<file path="src/rtl/i2cmts_pkg.sv">
// ----------------------------------------------------------------------------
// I2C master transfer sequencer package
// Item kinds, transfer phases, actions and bus state codes.
// ----------------------------------------------------------------------------
package i2cmts_pkg;

  typedef logic [1:0] kind_t;
  typedef logic [2:0] phase_t;
  typedef logic [2:0] action_t;
  typedef logic [1:0] bus_t;

  localparam kind_t KIND_START_WR = 2'd0;
  localparam kind_t KIND_START_RD = 2'd1;
  localparam kind_t KIND_EVENT    = 2'd2;
  localparam kind_t KIND_UNUSED   = 2'd3;

  localparam phase_t PH_IDLE  = 3'd0;
  localparam phase_t PH_ERROR = 3'd1;
  localparam phase_t PH_WRITE = 3'd2;
  localparam phase_t PH_READ  = 3'd3;
  localparam phase_t PH_DONE  = 3'd4;

  localparam action_t ACT_ADDR     = 3'd0;
  localparam action_t ACT_SEND     = 3'd1;
  localparam action_t ACT_WDONE    = 3'd2;
  localparam action_t ACT_ACKREAD  = 3'd3;
  localparam action_t ACT_NACKSTOP = 3'd4;
  localparam action_t ACT_ERRSTOP  = 3'd5;
  localparam action_t ACT_FAULT    = 3'd6;
  localparam action_t ACT_IGNORED  = 3'd7;

  localparam bus_t BUS_OWNER = 2'd2;

endpackage

</file>
<file path="src/rtl/i2c_master_transfer_sequencer.sv">
// Each item passes through the input register, then its result is registered.
// Throughput: one item per cycle without back-pressure; the input and result
// registers each advance whenever the stage after them is free or drains.
// Transfer state (phase, remaining count, fault) updates as an item moves
// from the input register into the result register.
// Reset (rst_n low, synchronous) empties both stages, sets the phase to idle,
// clears the remaining count and the sticky fault.
// ----------------------------------------------------------------------------
// I2C master transfer sequencer
// Decides one action per start, interrupt event or unused item; tracks the byte
// count, transfer phase and sticky fault of one master channel.
// ----------------------------------------------------------------------------
module i2c_master_transfer_sequencer #(
  parameter int COUNT_WIDTH = 16
) (
  input  logic                   clk,
  input  logic                   rst_n,
  input  logic                   in_valid,
  output logic                   in_ready,
  input  i2cmts_pkg::kind_t      in_kind,
  input  logic [6:0]             in_target_address,
  input  logic [15:0]            in_byte_count,
  input  logic                   in_flag_master_on_bus,
  input  logic                   in_flag_slave_on_bus,
  input  logic                   in_arbitration_lost,
  input  logic                   in_no_ack_received,
  input  logic                   in_other_status_error,
  input  i2cmts_pkg::bus_t       in_bus_state,
  input  logic [7:0]             in_tx_byte,
  input  logic [7:0]             in_rx_byte,
  output logic                   out_valid,
  input  logic                   out_ready,
  output i2cmts_pkg::action_t    out_action,
  output logic [7:0]             out_address_byte,
  output logic [7:0]             out_data_byte,
  output logic                   out_take_next_tx,
  output i2cmts_pkg::phase_t     out_transfer_state,
  output logic [15:0]            out_bytes_left,
  output logic                   out_fault
);
  import i2cmts_pkg::*;

  logic                   s1_valid_r;
  kind_t                  kind_r;
  logic [6:0]             addr_r;
  logic [15:0]            cnt_r;
  logic                   mb_r;
  logic                   sb_r;
  logic                   arb_r;
  logic                   nack_r;
  logic                   other_r;
  bus_t                   bus_r;
  logic [7:0]             txb_r;
  logic [7:0]             rxb_r;

  phase_t                 phase_r;
  phase_t                 phase_nxt;
  logic [COUNT_WIDTH-1:0] remaining_r;
  logic [COUNT_WIDTH-1:0] remaining_nxt;
  logic [COUNT_WIDTH-1:0] remaining_dec;
  logic                   fault_r;
  logic                   fault_nxt;

  action_t                action_nxt;
  logic [7:0]             abyte_nxt;
  logic [7:0]             dbyte_nxt;
  logic                   take_nxt;

  logic                   out_valid_r;
  action_t                action_r;
  logic [7:0]             abyte_r;
  logic [7:0]             dbyte_r;
  logic                   take_r;
  logic [15:0]            left_r;

  logic                   s1_adv;

  assign s1_adv        = !out_valid_r || out_ready;
  assign in_ready      = !s1_valid_r || s1_adv;
  assign remaining_dec = remaining_r - COUNT_WIDTH'(1);

  always_ff @(posedge clk) begin
    if (!rst_n) begin
      s1_valid_r <= 1'b0;
    end else if (in_ready) begin
      s1_valid_r <= in_valid;
    end
  end

  always_ff @(posedge clk) begin
    if (in_valid && in_ready) begin
      kind_r  <= in_kind;
      addr_r  <= in_target_address;
      cnt_r   <= in_byte_count;
      mb_r    <= in_flag_master_on_bus;
      sb_r    <= in_flag_slave_on_bus;
      arb_r   <= in_arbitration_lost;
      nack_r  <= in_no_ack_received;
      other_r <= in_other_status_error;
      bus_r   <= in_bus_state;
      txb_r   <= in_tx_byte;
      rxb_r   <= in_rx_byte;
    end
  end

  always_comb begin
    phase_nxt     = phase_r;
    remaining_nxt = remaining_r;
    fault_nxt     = fault_r;
    action_nxt    = ACT_FAULT;
    abyte_nxt     = 8'd0;
    dbyte_nxt     = 8'd0;
    take_nxt      = 1'b0;
    priority if (fault_r) begin
      action_nxt = ACT_FAULT;
    end else if (kind_r == KIND_START_WR || kind_r == KIND_START_RD) begin
      phase_nxt     = (kind_r == KIND_START_RD) ? PH_READ : PH_WRITE;
      remaining_nxt = COUNT_WIDTH'(cnt_r);
      abyte_nxt     = {addr_r, kind_r[0]};
      action_nxt    = ACT_ADDR;
    end else if (kind_r == KIND_UNUSED) begin
      action_nxt = ACT_IGNORED;
    end else if (arb_r || nack_r) begin
      phase_nxt  = PH_ERROR;
      action_nxt = ACT_ERRSTOP;
    end else if (other_r || bus_r != BUS_OWNER) begin
      fault_nxt  = 1'b1;
      action_nxt = ACT_FAULT;
    end else if (mb_r && phase_r == PH_WRITE) begin
      if (remaining_r != '0) begin
        remaining_nxt = remaining_dec;
        dbyte_nxt     = txb_r;
        take_nxt      = 1'b1;
        action_nxt    = ACT_SEND;
      end else begin
        phase_nxt  = PH_DONE;
        action_nxt = ACT_WDONE;
      end
    end else if (sb_r && phase_r == PH_READ && remaining_r != '0) begin
      dbyte_nxt     = rxb_r;
      remaining_nxt = remaining_dec;
      if (remaining_dec != '0) begin
        action_nxt = ACT_ACKREAD;
      end else begin
        phase_nxt  = PH_DONE;
        action_nxt = ACT_NACKSTOP;
      end
    end else begin
      fault_nxt  = 1'b1;
      action_nxt = ACT_FAULT;
    end
  end

  always_ff @(posedge clk) begin
    if (!rst_n) begin
      out_valid_r <= 1'b0;
      phase_r     <= PH_IDLE;
      remaining_r <= '0;
      fault_r     <= 1'b0;
    end else if (s1_adv) begin
      out_valid_r <= s1_valid_r;
      if (s1_valid_r) begin
        phase_r     <= phase_nxt;
        remaining_r <= remaining_nxt;
        fault_r     <= fault_nxt;
      end
    end
  end

  always_ff @(posedge clk) begin
    if (s1_adv && s1_valid_r) begin
      action_r <= action_nxt;
      abyte_r  <= abyte_nxt;
      dbyte_r  <= dbyte_nxt;
      take_r   <= take_nxt;
      left_r   <= 16'(remaining_nxt);
    end
  end

  assign out_valid          = out_valid_r;
  assign out_action         = action_r;
  assign out_address_byte   = abyte_r;
  assign out_data_byte      = dbyte_r;
  assign out_take_next_tx   = take_r;
  assign out_transfer_state = phase_r;
  assign out_bytes_left     = left_r;
  assign out_fault          = fault_r;

  a_fault_sticky: assert property (@(posedge clk) disable iff (!rst_n)
    fault_r |=> fault_r)
    else $error("sticky fault cleared");

  a_take_only_send: assert property (@(posedge clk) disable iff (!rst_n)
    out_valid_r |-> (take_r == (action_r == ACT_SEND)))
    else $error("take_next_tx disagrees with action");

  a_addr_phase: assert property (@(posedge clk) disable iff (!rst_n)
    (out_valid_r && action_r == ACT_ADDR) |->
      (phase_r == PH_WRITE || phase_r == PH_READ))
    else $error("address load without transfer phase");

  a_nack_done: assert property (@(posedge clk) disable iff (!rst_n)
    (out_valid_r && action_r == ACT_NACKSTOP) |->
      (phase_r == PH_DONE && remaining_r == '0))
    else $error("read finished with bytes left");

  a_fault_action: assert property (@(posedge clk) disable iff (!rst_n)
    (s1_adv && s1_valid_r && fault_r) |=> (action_r == ACT_FAULT))
    else $error("item after fault not answered as fault");

endmodule

</file>
<file path="config.mk">
export PLATFORM = sky130hd
export DESIGN_NAME = i2c_master_transfer_sequencer
export DESIGN_NICKNAME = d
export VERILOG_FILES = /design/src/rtl/i2cmts_pkg.sv /design/src/rtl/i2c_master_transfer_sequencer.sv
export SDC_FILE = /design/constraint.sdc
export NUM_CORES = 1
export LEC_CHECK = 0
export BUFFER_PORTS_ARGS = -buffer_cell sky130_fd_sc_hd__buf_4
export CAP_MARGIN = 25
export CORE_MARGIN = 8
export CORE_UTILIZATION = 47
export CTS_CLUSTER_DIAMETER = 30
export DETAILED_ROUTE_END_ITERATION = 16
export GPL_ROUTABILITY_DRIVEN = 0
export PLACE_DENSITY = 0.7
export SLEW_MARGIN = 20
export SYNTH_ARGS = -nofsm -noshare
export SYNTH_HDL_FRONTEND = slang
export SYNTH_SLANG_ARGS = --single-unit
</file>
<file path="constraint.sdc">
create_clock -name clk -period 6.38 [get_ports clk]
set_input_delay 0.957 -clock clk [delete_from_list [all_inputs] [get_ports clk]]
set_output_delay 0.957 -clock clk [all_outputs]
set_load 0.05 [all_outputs]
</file>
==> results of run 1 <==
registers in the layout, summed over array words and instances (netlist names), 2 cells and up:
name	flops
bus_r	2
out_data_byte	8
addr_r	7
rxb_r	8
txb_r	8
out_address_byte	8
remaining_r	16
out_action	3
out_transfer_state	3
out_bytes_left	16
cnt_r	16
kind_r	2
per-stage QoR:
step           worst slack (ps)  hold WS, ps  area [sq um]
2_1_floorplan              3330          495          4770
5_1_grt                    3190          552          5740
4_1_cts                    3470          523          5740
6_report                   3380          525          5740
3_3_place_gp               3570          492          5540
3_5_place_dp               3510          503          5560
cells in the mapped netlist, types with 4 or more instances:
library cell and number:
nor2_1 48, o21ai_0 13, a22oi_1 8, o221ai_1 4, nand3_1 12, buf_2 6
nand4_1 6, a31oi_1 9, a21oi_1 21, nor3_1 15, nand2_1 26, and3_1 6
edfxtp_1 84, and2_1 12, o31ai_1 4, dfxtp_1 22, clkbuf_1 12, nor4_1 8
a211oi_1 5, or3_1 5, inv_1 12
path summary, 6_finish.rpt:
path | startpoint | to | slack (ps) | depth (start not counted)
worst max-delay path | kind_r[0]$_DFFE_PP_ | out_bytes_left[12]$_DFFE_PP_ | 3380 | 6
worst min-delay path | addr_r[6]$_DFFE_PP_ | out_address_byte[7]$_SDFFCE_PP0P_ | 520 | 1
worst max register to register | kind_r[0]$_DFFE_PP_ | out_bytes_left[12]$_DFFE_PP_ | 3380 | 6
worst min register to register | addr_r[6]$_DFFE_PP_ | out_address_byte[7]$_SDFFCE_PP0P_ | 520 | 1
area by class of cell:
class / count / area (sq um) / area share
flip-flops and latches: 106 / 2960 / 0.516
multi-input cells: 269 / 1640 / 0.286
repair buffers: 96 / 733 / 0.128
well taps: 133 / 166 / 0.0290
clock buffers: 10 / 138 / 0.0240
clock inverters: 6 / 48.8 / 0.00850
inverters: 13 / 48.8 / 0.00850
cell families (layout without fill, tap and decap cells):
group	Yosys count	in the layout	synth area share
AND/OR/NAND/NOR	161	161	0.179
AO/OA/AOI/OAI	100	100	0.147
adder cells (fa/ha/maj)	3	3	0.00787
flip-flops	106	106	0.621
multiplexers	2	2	0.00446
XOR/XNOR	3	3	0.00551
buffers and inverters	36	125	0.0341
worst max-delay path, stage by stage, from the launching register on:
cell	delay [ps]
edfxtp_1	570
a211oi_1	470
nand4_1	240
nor2_1	730
nand2_1	200
nor4_1	320
o221ai_1	180
power by group through the flow:
stage / registers, W / clock network, W / logic, W
2_1_floorplan: 0.000865 / 0 / 0.000118
3_3_place_gp: 0.000829 / 0 / 0.000231
3_5_place_dp: 0.000829 / 0 / 0.000237
4_1_cts: 0.000813 / 0.000402 / 0.000238
5_1_grt: 0.000818 / 0.000426 / 0.000258
6_report: 0.000813 / 0.000394 / 0.000239
layer usage:
layer	up-vias	share of wire	track usage
met5	-	0	0
met4	0	0.020	0.0640
met3	27	0.091	0.0533
met2	202	0.48	0.285
met1	1761	0.41	0.220
li1	1742	-	-
==> impl.org, run 1 <==
** Outcome
- Run status :: completed

** Global routing
- Leftover overflow at the end of global routing :: 0
- The first global-routing pass estimated 18.6 mm of wire.
- Pin count of the biggest net entering global routing :: 41
- The via count of the first global-routing pass came to 3680.
- Across every metal layer, demand over resource in global routing totals 0.177.
- Antenna violations before repair :: 0

** Cells and area
- In the layout the commonest cells are buf_4 (95), edfxtp_1 (84), nor2_1 (48).
- Most common cell after layout, fill and taps aside :: buf_4
- Finished Layout Cells :: 633
- The area growth from synthesis to layout is 20.4%.
- Share of post-route cells with drive strength above 1 :: 0.246
- Number of antenna diodes :: 0
- Number of fillers in the final layout :: 845
- Final design utilization :: 0.585
- Final net count :: 550

** STA
- At the pin with the least slew margin, the transition time is 957 ps.
- Worst Skew :: 11.6 ps
- Final-report max-slew violation count :: 0
- Accumulated negative setup slack :: 0 ps
- Of the available clock period, the critical path in the final layout requires 0.470.
- Final setup fails :: 0
- The routed design could run at a clock period as short as 3000 ps.
- Setup repair after global routing left no endpoint under its margin.
- The final number of hold-violating endpoints is 0.
- Highest attainable clock frequency :: 0.333 GHz
- Worst slew margin relative to its limit :: 0.361

** Floorplanning
- Overall die area :: 13600 sq um
- Std-Cell Rows :: 36
- Measured along the x axis, the die boundary spans 117 microns.
- The core region is 9820 sq um.
- Measured along the y axis, the die boundary spans 117 microns.
- The initial utilization of the core area, before any placement, comes to 0.486.
- Top Ports :: 94

** Pwr
- The share of total power dissipated in sequential elements is 0.562.
- The internal portion of the total power is 0.00103 W.
- Summed over all nets, the switching power comes to 0.000417 W.
- Of the total power, combinational logic draws 0.165.
- Of the total power, the clock network draws 0.273.
- Cell leakage power :: 2.12 nW
- Total power for the finished layout comes to 0.00145 W.
- Across the VDD grid, the largest voltage drop is 117 uV.
- Of the total power, the share spent switching nets is 0.288.
- Power Density :: 252 nW/um^2

** Clock tree
- CTS clock-pin slew for the worst setup and hold paths :: 110 ps
- Clock sink count :: 106
- The tree is rooted in a clkbuf_8.
- Count of H-tree levels built during CTS :: 3
- Number of resized instances in the post-cts repair step :: 0
- TritonCTS clock tree :: built
- After clock tree synthesis, the setup repair step added 0 buffers.
- Clock latency on the worst-skew pair, taken at its later pin, is 370 ps.
- Counting along the longest clock path gives a buffer depth of 2.
- Total of hold buffers inserted after clock tree synthesis :: 0
- Buffers inserted during clock tree synthesis total 9.

** Placement
- In this run, placement finished with an instance count of 617.
- Summed over all nets, the half-perimeter wirelength after detailed placement is 8.34 mm.
- Buffers placed on the I/O ports in this run total 93.

** Synthesis
- Counting every net in the synthesized netlist gives 466.
- Area share of the largest cell type after synthesis :: 0.529
- Post-synthesis cell type with the largest combined area :: edfxtp_1
- Sequential-to-total area share from yosys stat :: 0.621
- In this run the mean area of a mapped cell was 11.6 sq um.
- In the synthesized netlist the async set-or-reset flop fraction comes to 0.
- Yosys printed 0 warnings.
- Count of mapped cells out of synthesis :: 411
- Counting flops and latches in the post-synthesis netlist gives 106.
- Most instantiated flip-flop cell in the synthesis netlist :: edfxtp_1
- The mapped netlist covers 4770 sq um.
- The synthesized design contains 84 enable-type register cells.
- Leading post-synthesis cells by cell area :: edfxtp_1 (53%), dfxtp_1 (9.2%), nor2_1 (3.8%)
- Count of different cell masters after synthesis :: 64

** Setup path
- For the worst setup path, the data arrival time is 3090 ps.
- Crit. End Element :: flip-flop
- Path type of the worst setup path :: reg2reg
- STA classifies the critical path startpoint as a flip-flop.
- Largest driver fanout on the critical path :: 11
- Data required time of the critical path :: 6470 ps

** Drt
- Starting DRC count in detailed routing :: 291
- In the final routed layout, each cell accounts on average for 18.6 microns.
- Via/cell ratio :: 5.90
- For this run, the detailed router's first-pass iteration total came to 5.
- Summed over all layers, the routed wires come to 11.8 mm.
- The final route contains 3732 vias.
- The count of nets left with antenna violations once routing finished came out at 0.
- Number of remaining DRC errors :: 0

** Job
- Count of max-cap constraint violations :: 0

** Worst hold path
- The min-delay analysis places its worst path in the category reg2reg.
Power figures use the tool's default switching activity.
==> run 2, diff against run 1 <==
clock period = 2.8 ns   (was 6.38 ns; I/O delays follow)
==> run 2 against run 1 <==
Effect of this change: sequential share of layout area fell by 1.3 points; combinational power grew 140%; non-clock buffer count increased by 15; sequential power increased by 130%; core utilization grew 1.6 points; final cell count is 2.4% higher; power grew 130%; register-to-register slack got worse by 3300 ps; die area unchanged; via count increased by 2.9%; highest routed layer unchanged.
==> impl.org, run 2 (synthesis gave the netlist of run 1 again) <==
** Outcome
- The run finished with clean final reports.

** Global routing
- The maximum number of pins on one net before global-route repair was 41 (unchanged).
- The wire length of the first global-routing pass came to 19.3 mm (+3.9%).
- Leftover overflow at the end of global routing :: 0 (unchanged)
- The via count of the first global-routing pass was 3828 (+4.0%).
- The number of antenna violations at the first check in global routing came to 0 (unchanged).
- All-layer global routing usage :: 0.183 (+0.00637)

** Worst hold path
- The worst hold path belongs to the class in2reg.

** Job
- Count of max-cap constraint violations :: 0 (unchanged)

** Cells and area
- The final cell utilization of the core came to 0.600 (+0.0157).
- The final cell count without fillers is 648 (+2.4%).
- The antenna diode count is 0 (unchanged).
- Most frequent cells in the layout :: buf_4 (110), edfxtp_1 (84), nor2_1 (47)
- Compared with the post-synthesis result, the final layout area differs by 23.6%.
- Final net count :: 565 (+2.7%)
- The fraction of final layout cells sized beyond drive strength 1 is 0.274 (+0.0278).
- Most common cell after layout, fill and taps aside :: buf_4

** STA
- Worst-Margin Slew :: 994 ps (+36.2 ps)
- Hold_ws :: 205 ps (-320 ps)
- The final number of setup-violating endpoints came to 0 (unchanged).
- The headroom to the max-slew limit came to 0.335 (-0.0257).
- Final hold viol count :: 0 (unchanged)
- The minimum setup slack in the final design was 113 ps (-3270 ps).
- The setup total negative slack is 0 ps (unchanged).
- Min cycle time layout :: 2690 ps (-312 ps)
- Highest attainable clock frequency :: 0.372 GHz (+12%)
- The clock skew after layout came to 17.2 ps (+5.55 ps).
- Post-route fraction of the period consumed by the critical path :: 0.960 (+0.490)
- The max-slew violation total from the final report came to 0 (unchanged).
- Setup repair after global routing left no endpoint under its margin.

** Floorplanning
- Overall die area :: 13600 sq um (unchanged)
- The die outline height came to 117 microns (unchanged).
- The floorplan die width was 117 microns (unchanged).
- Starting Density :: 0.486 (unchanged)
- Floorplan Core Area :: 9820 sq um (unchanged)
- Std-Cell Rows :: 36 (unchanged)
- The I/O pin total was 94 (unchanged).

** Clock tree
- The clock transition at the registers of the reported paths came to 120 ps (about the same).
- The post-CTS setup buffer count was 0 (unchanged).
- Root buf cell :: clkbuf_8
- Clock latency reported for the late side of the worst-skew pair :: 380 ps (about the same)
- The number of H-tree levels is 3 (unchanged).
- TritonCTS built the clock tree.
- Inserted Clock Buffers :: 9 (unchanged)
- Total of hold buffers inserted after clock tree synthesis :: 0 (unchanged)
- The total number of clock tree sinks came to 106 (unchanged).
- The buffer levels on the longest clock path came to 2 (unchanged).
- The post-cts gate resize count was 0 (unchanged).

** Setup path
- The critical path goes through inv_1, ha_1, nor4b_1, and4_1, or2_1, nor2_1, a41oi_1, o22a_1.
- Worst Path Arrival :: 2820 ps (-270 ps)
- For this design, the slowest cell found on the critical path is dfxtp_1.
- Slack of the worst reg-to-reg path :: 110 ps (-3270 ps)
- The largest fanout on the critical path is 12 (+1).
- The required time of the worst setup path came to 2930 ps (-3540 ps).
- Path type of the worst setup path :: reg2reg
- Crit. End Element :: flip-flop
- CP peak stage delay :: 490 ps (-240 ps)
- STA classifies the critical path startpoint as a flip-flop.

** Placement
- The HPWL after detailed placement is 8.84 mm (+6.0%).
- Buffers added on ports :: 93 (unchanged)
- Setup Slack @ Placement :: 125 ps (-3380 ps)
- The placed cell count came to 632 (+2.4%).

** Drt
- Remaining antenna violation count :: 0 (unchanged)
- Starting DRC count in detailed routing :: 399 (+37%)
- First-pass DRT Iterations :: 5 (unchanged)
- Number of remaining DRC errors :: 0 (unchanged)
- The detailed-route wire length is 12.4 mm (+4.7%).
- Via/cell ratio :: 5.93 (+0.54%)
- Routed len/inst :: 19.1 microns (+2.3%)
- The total via count in the routed design was 3841 (+2.9%).

** Pwr
- VDD IR-drop max :: 268 uV (+130%)
- The power density over the cells came to 575 nW/um^2 (+130%).
- The cell leakage power came to 2.21 nW (+4.3%).
## run 2: final cells by class
type                    instances  area [sq um]
inverters                      13          48.8
fillers                       803          3920
multi-input cells             269          1660
flip-flops and latches        106          2960
clock inverters                 7          88.8
well taps                     133           166
clock buffers                   9           124
repair buffers                111           846
## run 2: where the power goes
group	total (W)	internal, W	leakage [nW]	switching [W]
Sequential	0.00185	0.00179	0.999	0.0000568
Combinational	0.000585	0.000217	1.10	0.000368
Clock	0.000955	0.000365	0.107	0.000591
## run 2: stage by stage
stage	total power, W	area [sq um]
3_5_place_dp	0.00246	5670
5_1_grt	0.00352	5900
3_3_place_gp	0.00245	5670
4_1_cts	0.00340	5880
6_report	0.00339	5900
2_1_floorplan	0.00224	4770
## run 2: worst paths after layout
kind	cells after the start	endpoint	startpoint
setup / recovery	8	out_bytes_left[13]$_DFFE_PP_	remaining_r[0]$_SDFFE_PN0P_
hold / removal	1	mb_r$_DFFE_PP_	in_flag_master_on_bus
setup reg to reg	8	out_bytes_left[13]$_DFFE_PP_	remaining_r[0]$_SDFFE_PN0P_
hold reg to reg	1	out_address_byte[1]$_SDFFCE_PP0P_	addr_r[0]$_DFFE_PP_
## run 2: per-layer routing
layer	track usage	up-vias	wire length [microns]
li1	-	1773	-
met4	0.0734	0	225
met2	0.308	201	6190
met5	0	-	0
met1	0.229	1842	4970
met3	0.0331	25	963
## run 2: critical path, delay by kind of cell (launching register included)
family,cells,cell delay [ps]
buffers and inverters,1,120
DFF,1,490
and+or+nand+nor,4,1210
AOI/OAI and AO/OA,2,410
adders and majority gates,1,230
